--- config.mk ---
export PLATFORM = sky130hd
export DESIGN_NAME = mpeg_audio_header_decoder_unit
export DESIGN_NICKNAME = d
export VERILOG_FILES = /design/src/sv/mahd_pkg.sv /design/src/sv/mpeg_audio_header_decoder_unit.sv /design/src/sv/mahd_front.sv /design/src/sv/mahd_queue.sv /design/src/sv/mahd_back.sv
export SDC_FILE = /design/constraint.sdc
export NUM_CORES = 1
export LEC_CHECK = 0
export ABC_AREA = 0
export BUFFER_PORTS_ARGS = -buffer_cell sky130_fd_sc_hd__buf_2
export CAP_MARGIN = 20
export CORE_UTILIZATION = 40
export CTS_BUF_LIST = sky130_fd_sc_hd__clkbuf_2
export CTS_CLUSTER_SIZE = 10
export DETAILED_ROUTE_END_ITERATION = 8
export SYNTH_ARGS = -nofsm -noshare
export SYNTH_HDL_FRONTEND = slang
export SYNTH_SLANG_ARGS = --single-unit
export TNS_END_PERCENT = 100
--- constraint.sdc ---
create_clock -name clk_i -period 7.47 [get_ports clk_i]
set_input_delay 0.3735 -clock clk_i [delete_from_list [all_inputs] [get_ports clk_i]]
set_output_delay 0.3735 -clock clk_i [all_outputs]
set_load 0.02 [all_outputs]
--- src/sv/mahd_pkg.sv ---
// ----------------------------------------------------------------------------
// mahd_pkg
// Shared types, status codes and header tables for the frame header decoder.
// ----------------------------------------------------------------------------
package mahd_pkg;

  localparam logic [2:0] StatusOk       = 3'd0;
  localparam logic [2:0] StatusNoSync   = 3'd1;
  localparam logic [2:0] StatusFreeFmt  = 3'd2;
  localparam logic [2:0] StatusBadLayer = 3'd3;
  localparam logic [2:0] StatusReserved = 3'd4;

  localparam logic [1:0] ModeJoint = 2'd1;
  localparam logic [1:0] ModeMono  = 2'd3;

  localparam logic [1:0] Rate44k = 2'd0;
  localparam logic [1:0] Rate48k = 2'd1;
  localparam logic [1:0] Rate32k = 2'd2;

  localparam logic [11:0] SyncWord = 12'hfff;

  // ceil(2^26 / 147), exact for the numerator range used here
  localparam int          RecipShift = 26;
  localparam logic [18:0] Recip147   = 19'd456523;

  typedef struct packed {
    logic [2:0]  status;
    logic [1:0]  layer;
    logic [8:0]  kbps;
    logic [15:0] hz;
    logic [1:0]  ridx;
    logic        pad;
    logic [17:0] numer;
    logic [1:0]  channels;
    logic [2:0]  atab;
    logic [4:0]  sblim;
    logic [5:0]  jbound;
    logic        crc;
    logic [1:0]  mode;
    logic [7:0]  side;
  } hdr_entry_t;

  function automatic logic [8:0] kbps_l1(input logic [3:0] idx);
    logic [8:0] r;
    r = (idx == 4'd15) ? 9'd0 : {idx, 5'd0};
    return r;
  endfunction

  function automatic logic [8:0] kbps_l2(input logic [3:0] idx);
    logic [8:0] r;
    case (idx)
      4'd1:    r = 9'd32;
      4'd2:    r = 9'd48;
      4'd3:    r = 9'd56;
      4'd4:    r = 9'd64;
      4'd5:    r = 9'd80;
      4'd6:    r = 9'd96;
      4'd7:    r = 9'd112;
      4'd8:    r = 9'd128;
      4'd9:    r = 9'd160;
      4'd10:   r = 9'd192;
      4'd11:   r = 9'd224;
      4'd12:   r = 9'd256;
      4'd13:   r = 9'd320;
      4'd14:   r = 9'd384;
      default: r = 9'd0;
    endcase
    return r;
  endfunction

  function automatic logic [15:0] rate_hz(input logic [1:0] ridx);
    logic [15:0] r;
    case (ridx)
      Rate44k: r = 16'd44100;
      Rate48k: r = 16'd48000;
      Rate32k: r = 16'd32000;
      default: r = 16'd0;
    endcase
    return r;
  endfunction

  function automatic logic [2:0] alloc_sel(input logic [1:0] ridx, input logic mono,
                                           input logic [3:0] bidx);
    logic [2:0] low_t;
    logic [2:0] high_t;
    logic [2:0] r;
    low_t  = (ridx == Rate32k) ? 3'd3 : 3'd2;
    high_t = (ridx == Rate48k) ? 3'd0 : 3'd1;
    r = 3'd0;
    if (bidx inside {[4'd1:4'd2]}) begin
      r = low_t;
    end else if (bidx inside {[4'd10:4'd14]}) begin
      r = high_t;
    end else if (!mono && (bidx inside {[4'd3:4'd6]})) begin
      r = low_t;
    end else if (mono && (bidx inside {[4'd6:4'd9]})) begin
      r = high_t;
    end
    return r;
  endfunction

  function automatic logic [4:0] sb_limit(input logic [2:0] atab);
    logic [4:0] r;
    case (atab)
      3'd0:    r = 5'd27;
      3'd1:    r = 5'd30;
      3'd2:    r = 5'd8;
      3'd3:    r = 5'd12;
      3'd4:    r = 5'd30;
      default: r = 5'd0;
    endcase
    return r;
  endfunction

endpackage

--- src/sv/mpeg_audio_header_decoder_unit.sv ---
// ----------------------------------------------------------------------------
// mpeg_audio_header_decoder_unit
// Frame header decoder for layer I and II audio streams.
// ----------------------------------------------------------------------------
// usage: one 32-bit header word goes in on in_valid_i / in_stall_o and one
// result word with status, rates, frame length and layer II table fields
// comes out on out_valid_o / out_stall_i. a word is taken on a clock edge
// with valid high and stall low.
// the front classifies straight into the queue, where the accepted word is
// registered; the back works out the frame length from the queue head and
// registers the result, which raises out_valid_o.
// throughput is one word per cycle unless the receiver stalls; the multiply
// by the reciprocal of the 44.1 kHz rate in the back stage sets the cycle.
// when the receiver stalls, the result is held and the queue fills; once it
// holds QueueDepth words, in_stall_o rises until the receiver takes one.
// reset empties the queue and drops out_valid_o; stored data is not reset.
// ----------------------------------------------------------------------------
module mpeg_audio_header_decoder_unit import mahd_pkg::*; #(
  parameter int QueueDepth = 2
) (
  input  logic        clk_i,
  input  logic        rst_ni,
  input  logic        in_valid_i,
  output logic        in_stall_o,
  input  logic [31:0] header_word_i,
  output logic        out_valid_o,
  input  logic        out_stall_i,
  output logic [2:0]  status_o,
  output logic [1:0]  layer_o,
  output logic [8:0]  bitrate_kbps_o,
  output logic [15:0] sample_rate_hz_o,
  output logic [1:0]  channels_o,
  output logic [10:0] frame_bytes_o,
  output logic [2:0]  alloc_table_o,
  output logic [4:0]  subband_limit_o,
  output logic [5:0]  joint_bound_o,
  output logic        crc_present_o,
  output logic [1:0]  channel_mode_o,
  output logic [7:0]  side_bits_o
);

  hdr_entry_t front_entry;
  hdr_entry_t q_data;
  hdr_entry_t res;
  logic       q_full;
  logic       q_nempty;
  logic       q_pop;
  logic       push;

  assign in_stall_o = q_full;
  assign push       = in_valid_i && !q_full;

  mahd_front u_front (
    .header_word_i (header_word_i),
    .entry_o       (front_entry)
  );

  mahd_queue #(
    .Depth (QueueDepth)
  ) u_queue (
    .clk_i       (clk_i),
    .rst_ni      (rst_ni),
    .push_i      (push),
    .push_data_i (front_entry),
    .full_o      (q_full),
    .pop_i       (q_pop),
    .nempty_o    (q_nempty),
    .pop_data_o  (q_data)
  );

  mahd_back u_back (
    .clk_i         (clk_i),
    .rst_ni        (rst_ni),
    .q_nempty_i    (q_nempty),
    .q_data_i      (q_data),
    .q_pop_o       (q_pop),
    .out_valid_o   (out_valid_o),
    .out_stall_i   (out_stall_i),
    .res_o         (res),
    .frame_bytes_o (frame_bytes_o)
  );

  assign status_o         = res.status;
  assign layer_o          = res.layer;
  assign bitrate_kbps_o   = res.kbps;
  assign sample_rate_hz_o = res.hz;
  assign channels_o       = res.channels;
  assign alloc_table_o    = res.atab;
  assign subband_limit_o  = res.sblim;
  assign joint_bound_o    = res.jbound;
  assign crc_present_o    = res.crc;
  assign channel_mode_o   = res.mode;
  assign side_bits_o      = res.side;

  a_nosync_clear: assert property (@(posedge clk_i) disable iff (!rst_ni)
    out_valid_o && status_o == StatusNoSync |-> layer_o == 2'd0 && channels_o == 2'd0)
    else $error("no-sync result carries header fields");

  a_ok_has_rate: assert property (@(posedge clk_i) disable iff (!rst_ni)
    out_valid_o && status_o == StatusOk |-> sample_rate_hz_o != 16'd0 && frame_bytes_o != 11'd0)
    else $error("good header without rate or length");

  a_err_no_length: assert property (@(posedge clk_i) disable iff (!rst_ni)
    out_valid_o && status_o != StatusOk |-> frame_bytes_o == 11'd0 && bitrate_kbps_o == 9'd0)
    else $error("rejected header with length");

  a_no_pop_empty: assert property (@(posedge clk_i) disable iff (!rst_ni)
    q_pop |-> q_nempty)
    else $error("queue read while empty");

endmodule

--- src/sv/mahd_front.sv ---
// ----------------------------------------------------------------------------
// mahd_front
// Classifies one header word and looks up rates, tables and bounds.
// ----------------------------------------------------------------------------
module mahd_front import mahd_pkg::*; (
  input  logic [31:0] header_word_i,
  output hdr_entry_t  entry_o
);

  logic [1:0]  lfield;
  logic [3:0]  bidx;
  logic [1:0]  ridx;
  logic [1:0]  mode;
  logic [1:0]  mext;
  logic [1:0]  lay;
  logic [2:0]  status;
  logic [8:0]  kbps;
  logic [2:0]  atab;
  logic [4:0]  sblim;
  logic [5:0]  jb;
  logic [17:0] numer;
  logic        sync_ok;

  always_comb begin
    lfield  = header_word_i[18:17];
    bidx    = header_word_i[15:12];
    ridx    = header_word_i[11:10];
    mode    = header_word_i[7:6];
    mext    = header_word_i[5:4];
    lay     = (lfield == 2'd0) ? 2'd0 : 2'(3'd4 - {1'b0, lfield});
    sync_ok = (header_word_i[31:20] == SyncWord);

    if (!sync_ok) begin
      status = StatusNoSync;
    end else if (bidx == 4'd0) begin
      status = StatusFreeFmt;
    end else if (lay != 2'd1 && lay != 2'd2) begin
      status = StatusBadLayer;
    end else if (bidx == 4'd15 || ridx == 2'd3) begin
      status = StatusReserved;
    end else begin
      status = StatusOk;
    end

    kbps  = 9'd0;
    atab  = 3'd0;
    sblim = 5'd0;
    jb    = 6'd0;
    numer = 18'd0;
    if (status == StatusOk) begin
      if (lay == 2'd1) begin
        kbps  = kbps_l1(bidx);
        numer = 18'({kbps, 5'd0}) + 18'({kbps, 3'd0});
        jb    = (mode == ModeJoint) ? 6'({mext, 2'b00}) + 6'd4 : 6'd32;
      end else begin
        kbps  = kbps_l2(bidx);
        numer = 18'({kbps, 9'd0}) - 18'({kbps, 5'd0});
        atab  = alloc_sel(ridx, mode == ModeMono, bidx);
        sblim = sb_limit(atab);
        jb    = (mode == ModeJoint) ? 6'({mext, 2'b00}) + 6'd4 : {1'b0, sblim};
      end
    end

    entry_o.status   = status;
    entry_o.layer    = sync_ok ? lay : 2'd0;
    entry_o.kbps     = kbps;
    entry_o.hz       = (status == StatusOk) ? rate_hz(ridx) : 16'd0;
    entry_o.ridx     = ridx;
    entry_o.pad      = header_word_i[9];
    entry_o.numer    = numer;
    entry_o.channels = !sync_ok ? 2'd0 : ((mode == ModeMono) ? 2'd1 : 2'd2);
    entry_o.atab     = atab;
    entry_o.sblim    = sblim;
    entry_o.jbound   = jb;
    entry_o.crc      = sync_ok & ~header_word_i[16];
    entry_o.mode     = sync_ok ? mode : 2'd0;
    entry_o.side     = sync_ok ? {mext, header_word_i[9:8], header_word_i[3:0]} : 8'd0;
  end

endmodule

--- src/sv/mahd_queue.sv ---
// ----------------------------------------------------------------------------
// mahd_queue
// Small first-in first-out queue of classified words between front and back.
// ----------------------------------------------------------------------------
module mahd_queue import mahd_pkg::*; #(
  parameter int Depth = 2
) (
  input  logic       clk_i,
  input  logic       rst_ni,
  input  logic       push_i,
  input  hdr_entry_t push_data_i,
  output logic       full_o,
  input  logic       pop_i,
  output logic       nempty_o,
  output hdr_entry_t pop_data_o
);

  localparam int PtrW = (Depth > 1) ? $clog2(Depth) : 1;
  localparam int CntW = $clog2(Depth + 1);

  hdr_entry_t      mem_q [Depth];
  logic [PtrW-1:0] wr_ptr_q, wr_ptr_d;
  logic [PtrW-1:0] rd_ptr_q, rd_ptr_d;
  logic [CntW-1:0] cnt_q, cnt_d;

  assign full_o     = (cnt_q == CntW'(Depth));
  assign nempty_o   = (cnt_q != '0);
  assign pop_data_o = mem_q[rd_ptr_q];

  always_comb begin
    wr_ptr_d = wr_ptr_q;
    rd_ptr_d = rd_ptr_q;
    cnt_d    = cnt_q;
    if (push_i) begin
      wr_ptr_d = (wr_ptr_q == PtrW'(Depth - 1)) ? '0 : wr_ptr_q + 1'b1;
    end
    if (pop_i) begin
      rd_ptr_d = (rd_ptr_q == PtrW'(Depth - 1)) ? '0 : rd_ptr_q + 1'b1;
    end
    if (push_i && !pop_i) begin
      cnt_d = cnt_q + 1'b1;
    end else if (pop_i && !push_i) begin
      cnt_d = cnt_q - 1'b1;
    end
  end

  always_ff @(posedge clk_i or negedge rst_ni) begin
    if (!rst_ni) begin
      wr_ptr_q <= '0;
      rd_ptr_q <= '0;
      cnt_q    <= '0;
    end else begin
      wr_ptr_q <= wr_ptr_d;
      rd_ptr_q <= rd_ptr_d;
      cnt_q    <= cnt_d;
    end
  end

  always_ff @(posedge clk_i) begin
    if (push_i) begin
      mem_q[wr_ptr_q] <= push_data_i;
    end
  end

endmodule

--- src/sv/mahd_back.sv ---
// ----------------------------------------------------------------------------
// mahd_back
// Works out the frame length and holds the result word for the receiver.
// ----------------------------------------------------------------------------
module mahd_back import mahd_pkg::*; (
  input  logic        clk_i,
  input  logic        rst_ni,
  input  logic        q_nempty_i,
  input  hdr_entry_t  q_data_i,
  output logic        q_pop_o,
  output logic        out_valid_o,
  input  logic        out_stall_i,
  output hdr_entry_t  res_o,
  output logic [10:0] frame_bytes_o
);

  logic        valid_q;
  hdr_entry_t  res_q;
  logic [10:0] fbytes_q, fbytes_d;
  logic [36:0] prod;
  logic [11:0] base;
  logic [11:0] sum;

  assign q_pop_o = q_nempty_i && (!valid_q || !out_stall_i);

  always_comb begin
    prod = 37'(q_data_i.numer) * 37'(Recip147);
    case (q_data_i.ridx)
      Rate48k: base = (q_data_i.layer == 2'd1) ? 12'(q_data_i.kbps >> 2)
                                               : 12'({q_data_i.kbps, 1'b0}) + 12'(q_data_i.kbps);
      Rate32k: base = (q_data_i.layer == 2'd1)
                      ? 12'((12'({q_data_i.kbps, 1'b0}) + 12'(q_data_i.kbps)) >> 3)
                      : 12'((13'({q_data_i.kbps, 3'd0}) + 13'(q_data_i.kbps)) >> 1);
      default: base = 12'(prod >> RecipShift);
    endcase
    sum = base + 12'(q_data_i.pad);
    if (q_data_i.status != StatusOk) begin
      fbytes_d = 11'd0;
    end else if (q_data_i.layer == 2'd1) begin
      fbytes_d = 11'({sum, 2'b00} - 14'd4);
    end else begin
      fbytes_d = 11'(sum - 12'd4);
    end
  end

  always_ff @(posedge clk_i or negedge rst_ni) begin
    if (!rst_ni) begin
      valid_q <= 1'b0;
    end else if (!valid_q || !out_stall_i) begin
      valid_q <= q_nempty_i;
    end
  end

  always_ff @(posedge clk_i) begin
    if (q_pop_o) begin
      res_q    <= q_data_i;
      fbytes_q <= fbytes_d;
    end
  end

  assign out_valid_o   = valid_q;
  assign res_o         = res_q;
  assign frame_bytes_o = fbytes_q;

endmodule

==> metrics.cfg, run 1 <==
[timing]
setup_viol=0
slew_violations=0
finClkSkew_ps=68.8
min_period_over_period_pct=96.1
finalCriticalPeriod_ps=7180
maxSlewHeadroom_pct=47.3
max_freq_mhz=139
hold_violations=0
worstMarginPinSlew_ps=784

[detailed_routing]
totalWireLength_mm=27.3
ant_nets=0
viasPerCell=5.20
drcViolationCount=0
post_drt_wl_per_cell_um=16.6
dr.first_iter.drc_count=604
vias=8556
firstDrtPassIters=5

[placed_design]
dp_hpwl_mm=20.4
place.gp.congestion=0.892
dp.cells=1588
port_buffers=95

[clock_tree]
clk_pin_slew_ps=360
clkLatencyLatePin_ps=760
clock-sinks=168
cts_tree=built
htreeDepth=4
cts_root_buf=clkbuf_2
cts_buffers=17
clock_path_buffers=2

[die]
design.core.area_mm2=0.0305
dieArea_mm2=0.0317
fp.dieH_um=178
die_w_um=178
initial_core_util_pct=40.6
rows=64
ios=106

[synthesis]
syn_inst=1063
ys_warn_count=0
synth-edff-count=163
ys_types=78
synth_flop_cell=edfxtp_1
synth_area_per_cell_um2=11.7
async_reset_ff_share_pct=2.98
synth-seq-cells=168
ys_seq_area_share_pct=40.5
netlist_area_mm2=0.0124

[grt]
grt-ovfl-total=0
grt_pass1_wl_mm=43.8
track_usage_pct=17.7
grt_pass1_vias=8622
antenna_found_initial=1
grt_max_degree=56

[critical_path]
crit_required_ps=8120
rrSetupSlack_ps=290
critPathKind=flop to flop
start_kind=flop
critPathCaptureType=flop
worstReg2RegStart=u_queue.rd_ptr_q
crit_arrival_ps=7830
path_max_fanout=5
crit_start=u_queue.rd_ptr_q

[layout]
register_area_mm2=0.00502
drive_above_1_share_pct=26.1
final_cells=1644
multi_input_area_mm2=0.00705
fillCellCount=2742
areaGrowthSynthToFinish_pct=17.7
final_nets=1479

[min_path]
min_from=header_word_i[27]
min_path_type=input pin to flop

[flow_run]
drv_cap=0

[run_status]
status=completed

sequential cells by signal, indices dropped and copies added (netlist names):
signal,flops
u_back.res_o,42
u_queue.mem_q,110
u_queue.rd_ptr_q,1
u_back.frame_bytes_o,11
u_queue.cnt_q,2
u_back.out_valid_o,1
u_queue.wr_ptr_q,1
cells by family after synthesis:
| family | share of synthesized area [%] |
|---|---|
| AOI/OAI and AO/OA | 10.2 |
| xor gates and xnor gates | 2.62 |
| adders and majority gates | 25.2 |
| buffers and inverters | 5.70 |
| DFF | 40.5 |
| muxes | 5.66 |
| other | 0.0303 |
| and+or+nand+nor | 10.1 |
final timing paths:
kind / cells after the start / to
min in group asynchronous: 3 / u_queue.cnt_q[1]
worst min register to register: 2 / u_back.out_valid_o
worst max register to register: 25 / u_back.frame_bytes_o[10]
max in group asynchronous: 3 / u_queue.rd_ptr_q
worst max-delay path: 25 / u_back.frame_bytes_o[10]
worst min-delay path: 3 / u_queue.mem_q[0][73]
per-stage QoR:
step	util (%)	cell area, um2	hold slack, ps	setup slack, ps	TNS (ps)
after floorplan	-	12500	77.9	21.7	0
after global placement	45.1	13800	195	43.2	0
after detailed placement	45.1	13800	200	-34.7	-37.3
after CTS	46.7	14200	25.9	26.9	0
after global routing	47.8	14600	24.6	-35.2	-44.4
final	47.8	14600	103	293	0
synth_stat cells (3+ instances only):
cell      instances  area share, %
o21ai_1           4           0.16
a21o_1            9           0.55
xor2_1           11           0.78
xnor2_1          26            1.8
nand3_1          15           0.61
inv_1           119            3.6
a32o_1            3           0.24
nand2_1          50            1.5
and2_1           24            1.2
a31o_2            3           0.21
a211o_1           3           0.21
a21oi_1          41            1.7
or3_1             7           0.35
buf_2             6           0.24
nand4_1          14           0.71
o211ai_1          9           0.55
mux2_2           49            4.5
or3b_1            3           0.21
nor3_1           15           0.61
nor2b_1           7           0.35
mux2i_1          15            1.2
a221oi_1          3           0.21
o21a_1            8           0.48
and3_1           13           0.66
ha_1            141             14
o21ai_0          28            1.1
buf_4            15           0.91
dfrtp_1           5            1.0
a31oi_1          14           0.71
clkbuf_1         24           0.73
or2_2             6           0.30
fa_1             68             11
nand2b_1          6           0.30
a211oi_1         14           0.85
edfxtp_1        163             40
nor4_1            3           0.15
nor2_1           59            1.8
a22oi_1          10           0.61
layout by cell type (no fill, tap or decap), types with 10 or more instances in the layout:
master,count
dlygate4sd3_1,18
nor3_1,14
o21ai_0,24
nand4_1,14
buf_2,95
inv_1,115
and3_1,11
a31oi_1,13
mux2_2,46
nand2_1,50
ha_1,127
fa_1,66
ha_4,10
a21oi_1,38
edfxtp_1,163
clkbuf_2,17
nor2_1,58
nand3_1,15
and2_1,24
mux2i_1,11
xnor2_1,24
a211oi_1,11
buf_4,77
xor2_1,11
layer usage:
layer	vias to the layer above	wire, um	global-route usage [%]
met5	-	0	0
met1	4205	12500	23.0
li1	4150	-	-
met2	181	13400	30.5
met3	20	1140	3.50
met4	0	246	3.21
critical path, cell delays in order, from the launching register on:
cell,delay [ps]
dfrtp_2,530
buf_12,160
mux2_4,330
buf_4,160
ha_1,300
buf_4,170
fa_1,510
fa_1,440
fa_1,490
fa_1,500
ha_1,350
ha_4,270
a22oi_2,180
o211ai_1,130
a41o_1,230
a31oi_4,210
mux2i_2,280
or2_4,150
ha_1,150
inv_1,50
nand4bb_4,190
or2_4,260
o41a_1,360
mux2_2,290
or3_1,300
mux2i_1,130
area by class of cell:
type	count	share of cell area [%]
Multi-Input combinational cell	736	48.3
Clock inverter	15	1.50
Antenna cell	1	0.0172
Inverter	119	3.06
Timing Repair Buffer	192	8.73
Tap cell	396	3.40
Clock buffer	17	0.583
Sequential cell	168	34.4
what timing repair did:
action | 4_1_cts | 5_1_grt
gates resized for setup | 1 | 51
endpoints found under the hold margin | 39 | 0
hold buffers | 18 | 0
setup buffers | 0 | 5
pin swaps | 0 | 19
setup endpoints to repair | 3 | 7
Power of run 1 is left out: the tool's default activity adds up to more than one toggle a clock period on the data nets, which glitch-free logic cannot reach.
==> run 2, diff against run 1 <==
- ABC_AREA: 0 -> 1
==> metrics.cfg, run 2 <==
[grt]
track_usage_pct=18.3  ; was 17.7%
antenna_found_initial=2  ; was 1
grt_pass1_vias=9679  ; was 8622
grt_pass1_wl_mm=48.2  ; was 43.8 mm
grt-ovfl-total=0  ; unchanged
grt_max_degree=57  ; was 56

[timing]
finalCriticalPeriod_ps=7050  ; was 7180 ps
hold_violations=0  ; unchanged
maxSlewHeadroom_pct=42.9  ; was 47.3%
whs_ps=101  ; was 103 ps
rsz0062_at_grt=false
finClkSkew_ps=54.0  ; was 68.8 ps
max_freq_mhz=142  ; was 139 MHz
slew_violations=0  ; unchanged
setup_viol=0  ; unchanged
final.setup.tns_ps=0  ; unchanged
min_period_over_period_pct=94.3  ; was 96.1%
worstMarginPinSlew_ps=850  ; was 784 ps

[synthesis]
synth_area_per_cell_um2=9.04  ; was 11.7 um2
netlist_area_mm2=0.0131  ; was 0.0124 mm2
synth-seq-cells=168  ; unchanged
synth_flop_cell=edfxtp_1  ; unchanged
synthTopCellsByCount=nand2_1, inv_1, edfxtp_1  ; was edfxtp_1, ha_1, inv_1
ys_types=53  ; was 78
synth.top_cell.area_share_pct=37.2  ; was 39.5%
async_reset_ff_share_pct=2.98  ; unchanged
synth-edff-count=163  ; unchanged
syn_inst=1454  ; was 1063
synthMostInstantiatedCell=nand2_1  ; was edfxtp_1
synth_top_cell_by_area=edfxtp_1  ; unchanged
synth.area.top_cells=edfxtp_1, ha_1, fa_1, nand2_1, inv_1  ; was edfxtp_1, ha_1, fa_1, mux2_2, inv_1
ys_warn_count=0  ; unchanged
ys_seq_area_share_pct=38.2  ; was 40.5%

[die]
initial_core_util_pct=40.5  ; was 40.6%
die_w_um=183  ; was 178 um
dieArea_mm2=0.0336  ; was 0.0317 mm2
fp.dieH_um=183  ; was 178 um
design.core.area_mm2=0.0325  ; was 0.0305 mm2
rows=66  ; was 64
ios=106  ; unchanged

[detailed_routing]
ant_nets=0  ; unchanged
post_drt_wl_per_cell_um=14.5  ; was 16.6 um
viasPerCell=4.74  ; was 5.20
dr.first_iter.drc_count=582  ; was 604
firstDrtPassIters=8  ; was 5
vias=9640  ; was 8556
drcViolationCount=0  ; unchanged
totalWireLength_mm=29.5  ; was 27.3 mm

[clock_tree]
clock-sinks=168  ; unchanged
cts_tree=built  ; unchanged
clock_path_buffers=2  ; unchanged
cts_buffers=17  ; unchanged
clkLatencyLatePin_ps=780  ; was 760 ps
cts_root_buf=clkbuf_2  ; unchanged
htreeDepth=4  ; unchanged
clk_pin_slew_ps=290  ; was 360 ps

[layout]
top_register=u_queue.mem_q  ; unchanged
areaGrowthSynthToFinish_pct=11.4  ; was 17.7%
final_nets=1822  ; was 1479
layout_common_cells=nand2_1, inv_1, edfxtp_1, ha_1, nor2_1  ; was edfxtp_1, ha_1, inv_1, buf_2, buf_4
drive_above_1_share_pct=16.3  ; was 26.1%
largest_register_ffs=110  ; unchanged
final_common_cell=nand2_1  ; was edfxtp_1

[min_path]
min_path_type=input pin to flop  ; unchanged

[critical_path]
critPathSlowestCell=fa_2  ; was dfrtp_2
path_buf_inv=8  ; was 4
path_delay_family=adder cells  ; unchanged
cpMostUsedCell=inv_1  ; was fa_1
start_kind=flop  ; unchanged
critPathMaxStageDelay_ps=620  ; was 530 ps
critPathCaptureType=flop  ; unchanged
path_max_fanout=7  ; was 5
crit_arrival_ps=7710  ; was 7830 ps
critPathKind=flop to flop  ; unchanged
crit_required_ps=8130  ; was 8120 ps

[run_status]
status=completed  ; unchanged

[placed_design]
place.gp.congestion=0.919  ; was 0.892
dp_hpwl_mm=23.0  ; was 20.4 mm
port_buffers=95  ; unchanged

[flow_run]
drv_cap=0  ; unchanged

==> run 2: cell types whose count changed in the layout (fill, tap and decap cells not counted), sizes merged, moves of 19 or more <==
cell,before,now
buf,174,117
nand2,50,384
xnor2,26,7
nor2,59,135
mux2,49,0
inv,124,263
and2,24,1
nand3,16,90
==> run 2: path summary, 6_finish.rpt <==
| check | from | endpoint | slack (ps) | depth (start not counted) |
|---|---|---|---|---|
| max in group asynchronous | rst_ni | u_queue.rd_ptr_q | 6800 | 3 |
| min in group asynchronous | rst_ni | u_queue.wr_ptr_q | 460 | 3 |
| hold reg to reg | u_queue.mem_q[0][16] | u_back.res_o[16] | 540 | 2 |
| hold / removal | header_word_i[17] | u_queue.mem_q[1][73] | 100 | 4 |
| setup / recovery | u_queue.rd_ptr_q | u_back.frame_bytes_o[10] | 420 | 36 |
| setup reg to reg | u_queue.rd_ptr_q | u_back.frame_bytes_o[10] | 420 | 36 |
==> run 2: layer usage <==
layer,track usage (%),wire length [um],vias up
met5,0,13,-
met4,4.33,464,2
met3,3.18,1100,31
met2,31.7,14200,187
met1,23.8,13700,4508
li1,-,-,4912
==> run 2: layout make-up <==
class	instances	area, um2
Clock inverter	15	151
Timing Repair Buffer	133	805
Inverter	253	951
Clock buffer	17	85.1
Sequential cell	168	5020
Multi-Input combinational cell	1004	7080
Fill cell	3133	17800
Tap cell	442	553
Antenna cell	1	2.50
==> run 2: cells by family (layout without fill, tap and decap cells) <==
logic type / count (synthesis) / count (layout) / synth area share [%]
buf+inv: 290 / 418 / 8.97
mux: 3 / 3 / 0.228
simple gates: 654 / 654 / 22.4
fa+ha+maj: 209 / 209 / 23.8
other cells: 1 / 10 / 0.0285
compound gates: 110 / 110 / 5.12
xor+xnor: 19 / 19 / 1.27
flops: 168 / 168 / 38.2
==> run 2: tightest hold or removal path: cells and delay by family <==
family                 cells  cell delay [ps]
buffers and inverters      2              170
and+or+nand+nor            2              170
==> run 2: what timing repair did <==
item                                    CTS  global route
resized for setup                         0            22
hold buffers                             16             0
hold endpoints to repair                 39             0
buffers inserted                          0             1
endpoints found under the setup margin    0             7
==> run 2: stage by stage <==
stage	utilization (%)	area, um2	setup slack [ps]	instances
floorplan	-	13200	57.6	1462
global placement	43.6	14100	232	1983
detailed placement	43.6	14100	112	1983
CTS	44.8	14500	25.7	2031
global route	45.1	14600	3.98	2033
finish	45.1	14600	424	2033
Power of run 2 is left out for the same reason.
==> run 3, diff against run 2 <==
- CORE_ASPECT_RATIO: default -> 0.75
==> metrics.cfg, run 3 (synthesis gave the netlist of run 2 again) <==
[layout]
areaGrowthSynthToFinish_pct=11.7  ; was 11.4%
top_register=u_queue.mem_q  ; unchanged
largest_register_ffs=110  ; unchanged
fillCellCount=3184  ; was 3133
finalCoreUtilization_pct=45.3  ; was 45.1%
final_common_cell=nand2_1  ; unchanged
drive_above_1_share_pct=16.1  ; was 16.3%
layout_common_cells=nand2_1, inv_1, edfxtp_1, ha_1, nor2_1  ; unchanged
final_nets=1826  ; was 1822

[timing]
slew_violations=0  ; unchanged
min_period_over_period_pct=94.9  ; was 94.3%
max_freq_mhz=141  ; was 142 MHz
maxSlewHeadroom_pct=46.4  ; was 42.9%
worstMarginPinSlew_ps=804  ; was 850 ps
finClkSkew_ps=30.5  ; was 54.0 ps
setup_viol=0  ; unchanged
finalCriticalPeriod_ps=7090  ; was 7050 ps
hold_violations=0  ; unchanged

[critical_path]
critPathKind=flop to flop  ; unchanged
cp.depth=35  ; was 36
crit_arrival_ps=7710  ; about the same
crit_start=u_queue.rd_ptr_q  ; unchanged
cpMostUsedCell=inv_1  ; unchanged
path_max_fanout=23  ; was 7
ff2ff_path_depth=35  ; was 36
start_kind=flop  ; unchanged
crit_required_ps=8090  ; was 8130 ps
path_buf_inv=8  ; unchanged
critPathMaxStageDelay_ps=530  ; was 620 ps
worstReg2RegStart=u_queue.rd_ptr_q  ; unchanged
critPathCaptureType=flop  ; unchanged
path_delay_family=adder cells  ; unchanged
critPathSlowestCell=fa_1  ; was fa_2

[clock_tree]
clkLatencyLatePin_ps=750  ; was 780 ps
cts_buffers=17  ; unchanged
cts_tree=built  ; unchanged
clk_pin_slew_ps=240  ; was 290 ps
clock_path_buffers=2  ; unchanged
cts_root_buf=clkbuf_2  ; unchanged
htreeDepth=4  ; unchanged
clock-sinks=168  ; unchanged

[die]
initial_core_util_pct=40.6  ; was 40.5%
fp.dieH_um=159  ; was 183 um
rows=57  ; was 66
ios=106  ; unchanged
design.core.area_mm2=0.0324  ; was 0.0325 mm2
die_w_um=211  ; was 183 um
dieArea_mm2=0.0336  ; about the same

[placed_design]
port_buffers=95  ; unchanged
dp_hpwl_mm=23.5  ; was 23.0 mm
place.gp.congestion=0.937  ; was 0.919

[grt]
track_usage_pct=18.4  ; was 18.3%
grt_pass1_vias=9456  ; was 9679
grt_max_degree=56  ; was 57
grtUsageMet1_pct=28.7  ; was 23.8%
grt-ovfl-total=0  ; unchanged
grt_most_used_layer=met1  ; was met2
grt_pass1_wl_mm=48.3  ; was 48.2 mm
antenna_found_initial=1  ; was 2
gr-usage-met3_pct=3.73  ; was 3.18%
grt_util_met2_pct=26.5  ; was 31.7%

[min_path]
min_from=header_word_i[17]  ; unchanged
min_path_type=input pin to flop  ; unchanged
whs_path_depth=4  ; unchanged

[detailed_routing]
ant_nets=0  ; unchanged
dr.first_iter.drc_count=551  ; was 582
post_drt_wl_per_cell_um=14.6  ; was 14.5 um
vias=9724  ; was 9640
viasPerCell=4.77  ; was 4.74
drcViolationCount=0  ; unchanged
totalWireLength_mm=29.8  ; was 29.5 mm
firstDrtPassIters=5  ; was 8

[flow_run]
drv_cap=0  ; unchanged

[run_status]
status=completed  ; unchanged

## run 3: cell count changes in the layout (fill, tap and decap cells not counted), sizes merged
| cell | change |
|---|---|
| inv | -8 |
| buf | +4 |
| bufinv | +4 |
| clkinv | +4 |
## run 3: layout make-up
type	count	area (um2)	area share, %
Tap cell	442	553	3.77
Clock buffer	17	85.1	0.580
Multi-Input combinational cell	1004	7040	47.9
Inverter	253	951	6.48
Timing Repair Buffer	137	835	5.68
Clock inverter	15	198	1.35
Antenna cell	1	2.50	0.0170
Sequential cell	168	5020	34.2
## run 3: path summary, 6_finish.rpt
check | end | slack, ps
min in group asynchronous | u_queue.rd_ptr_q | 490
worst max-delay path | u_back.frame_bytes_o[10] | 380
worst max register to register | u_back.frame_bytes_o[10] | 380
worst min-delay path | u_queue.mem_q[1][73] | 150
worst min register to register | u_back.res_o[11] | 540
max in group asynchronous | u_queue.rd_ptr_q | 6770
## run 3: stage by stage
| stage | hold slack [ps] | cell area (um2) | TNS (ps) | std cells | setup slack [ps] |
|---|---|---|---|---|---|
| after floorplan | 77.9 | 13200 | 0 | 1462 | 57.6 |
| after global placement | 197 | 14200 | 0 | 1985 | 227 |
| after detailed placement | 201 | 14200 | 0 | 1985 | 132 |
| after CTS | 68.5 | 14600 | 0 | 2033 | 37.5 |
| after global routing | 57.1 | 14700 | -0.970 | 2037 | -0.970 |
| final | 154 | 14700 | 0 | 2037 | 382 |
## run 3: per-layer routing
| layer | wire, um | up-vias |
|---|---|---|
| met5 | 0 | - |
| met4 | 170 | 0 |
| met3 | 1380 | 12 |
| met2 | 12400 | 190 |
| met1 | 15900 | 4598 |
| li1 | - | 4924 |
## run 3: timing repair
item                                    4_1_cts  5_1_grt
resized for setup                             0       17
buffers inserted                              0        3
endpoints found under the setup margin        0        8
hold endpoints to repair                     41        0
hold buffers                                 16        0
## run 3: worst register-to-register path: cells and delay by family, from the launching register on
| kind | cells | cell delay (ps) |
|---|---|---|
| buf+inv | 8 | 860 |
| flops | 1 | 520 |
| simple gates | 15 | 1450 |
| fa+ha+maj | 9 | 3620 |
| compound gates | 3 | 520 |
Power of run 3 is left out for the same reason.
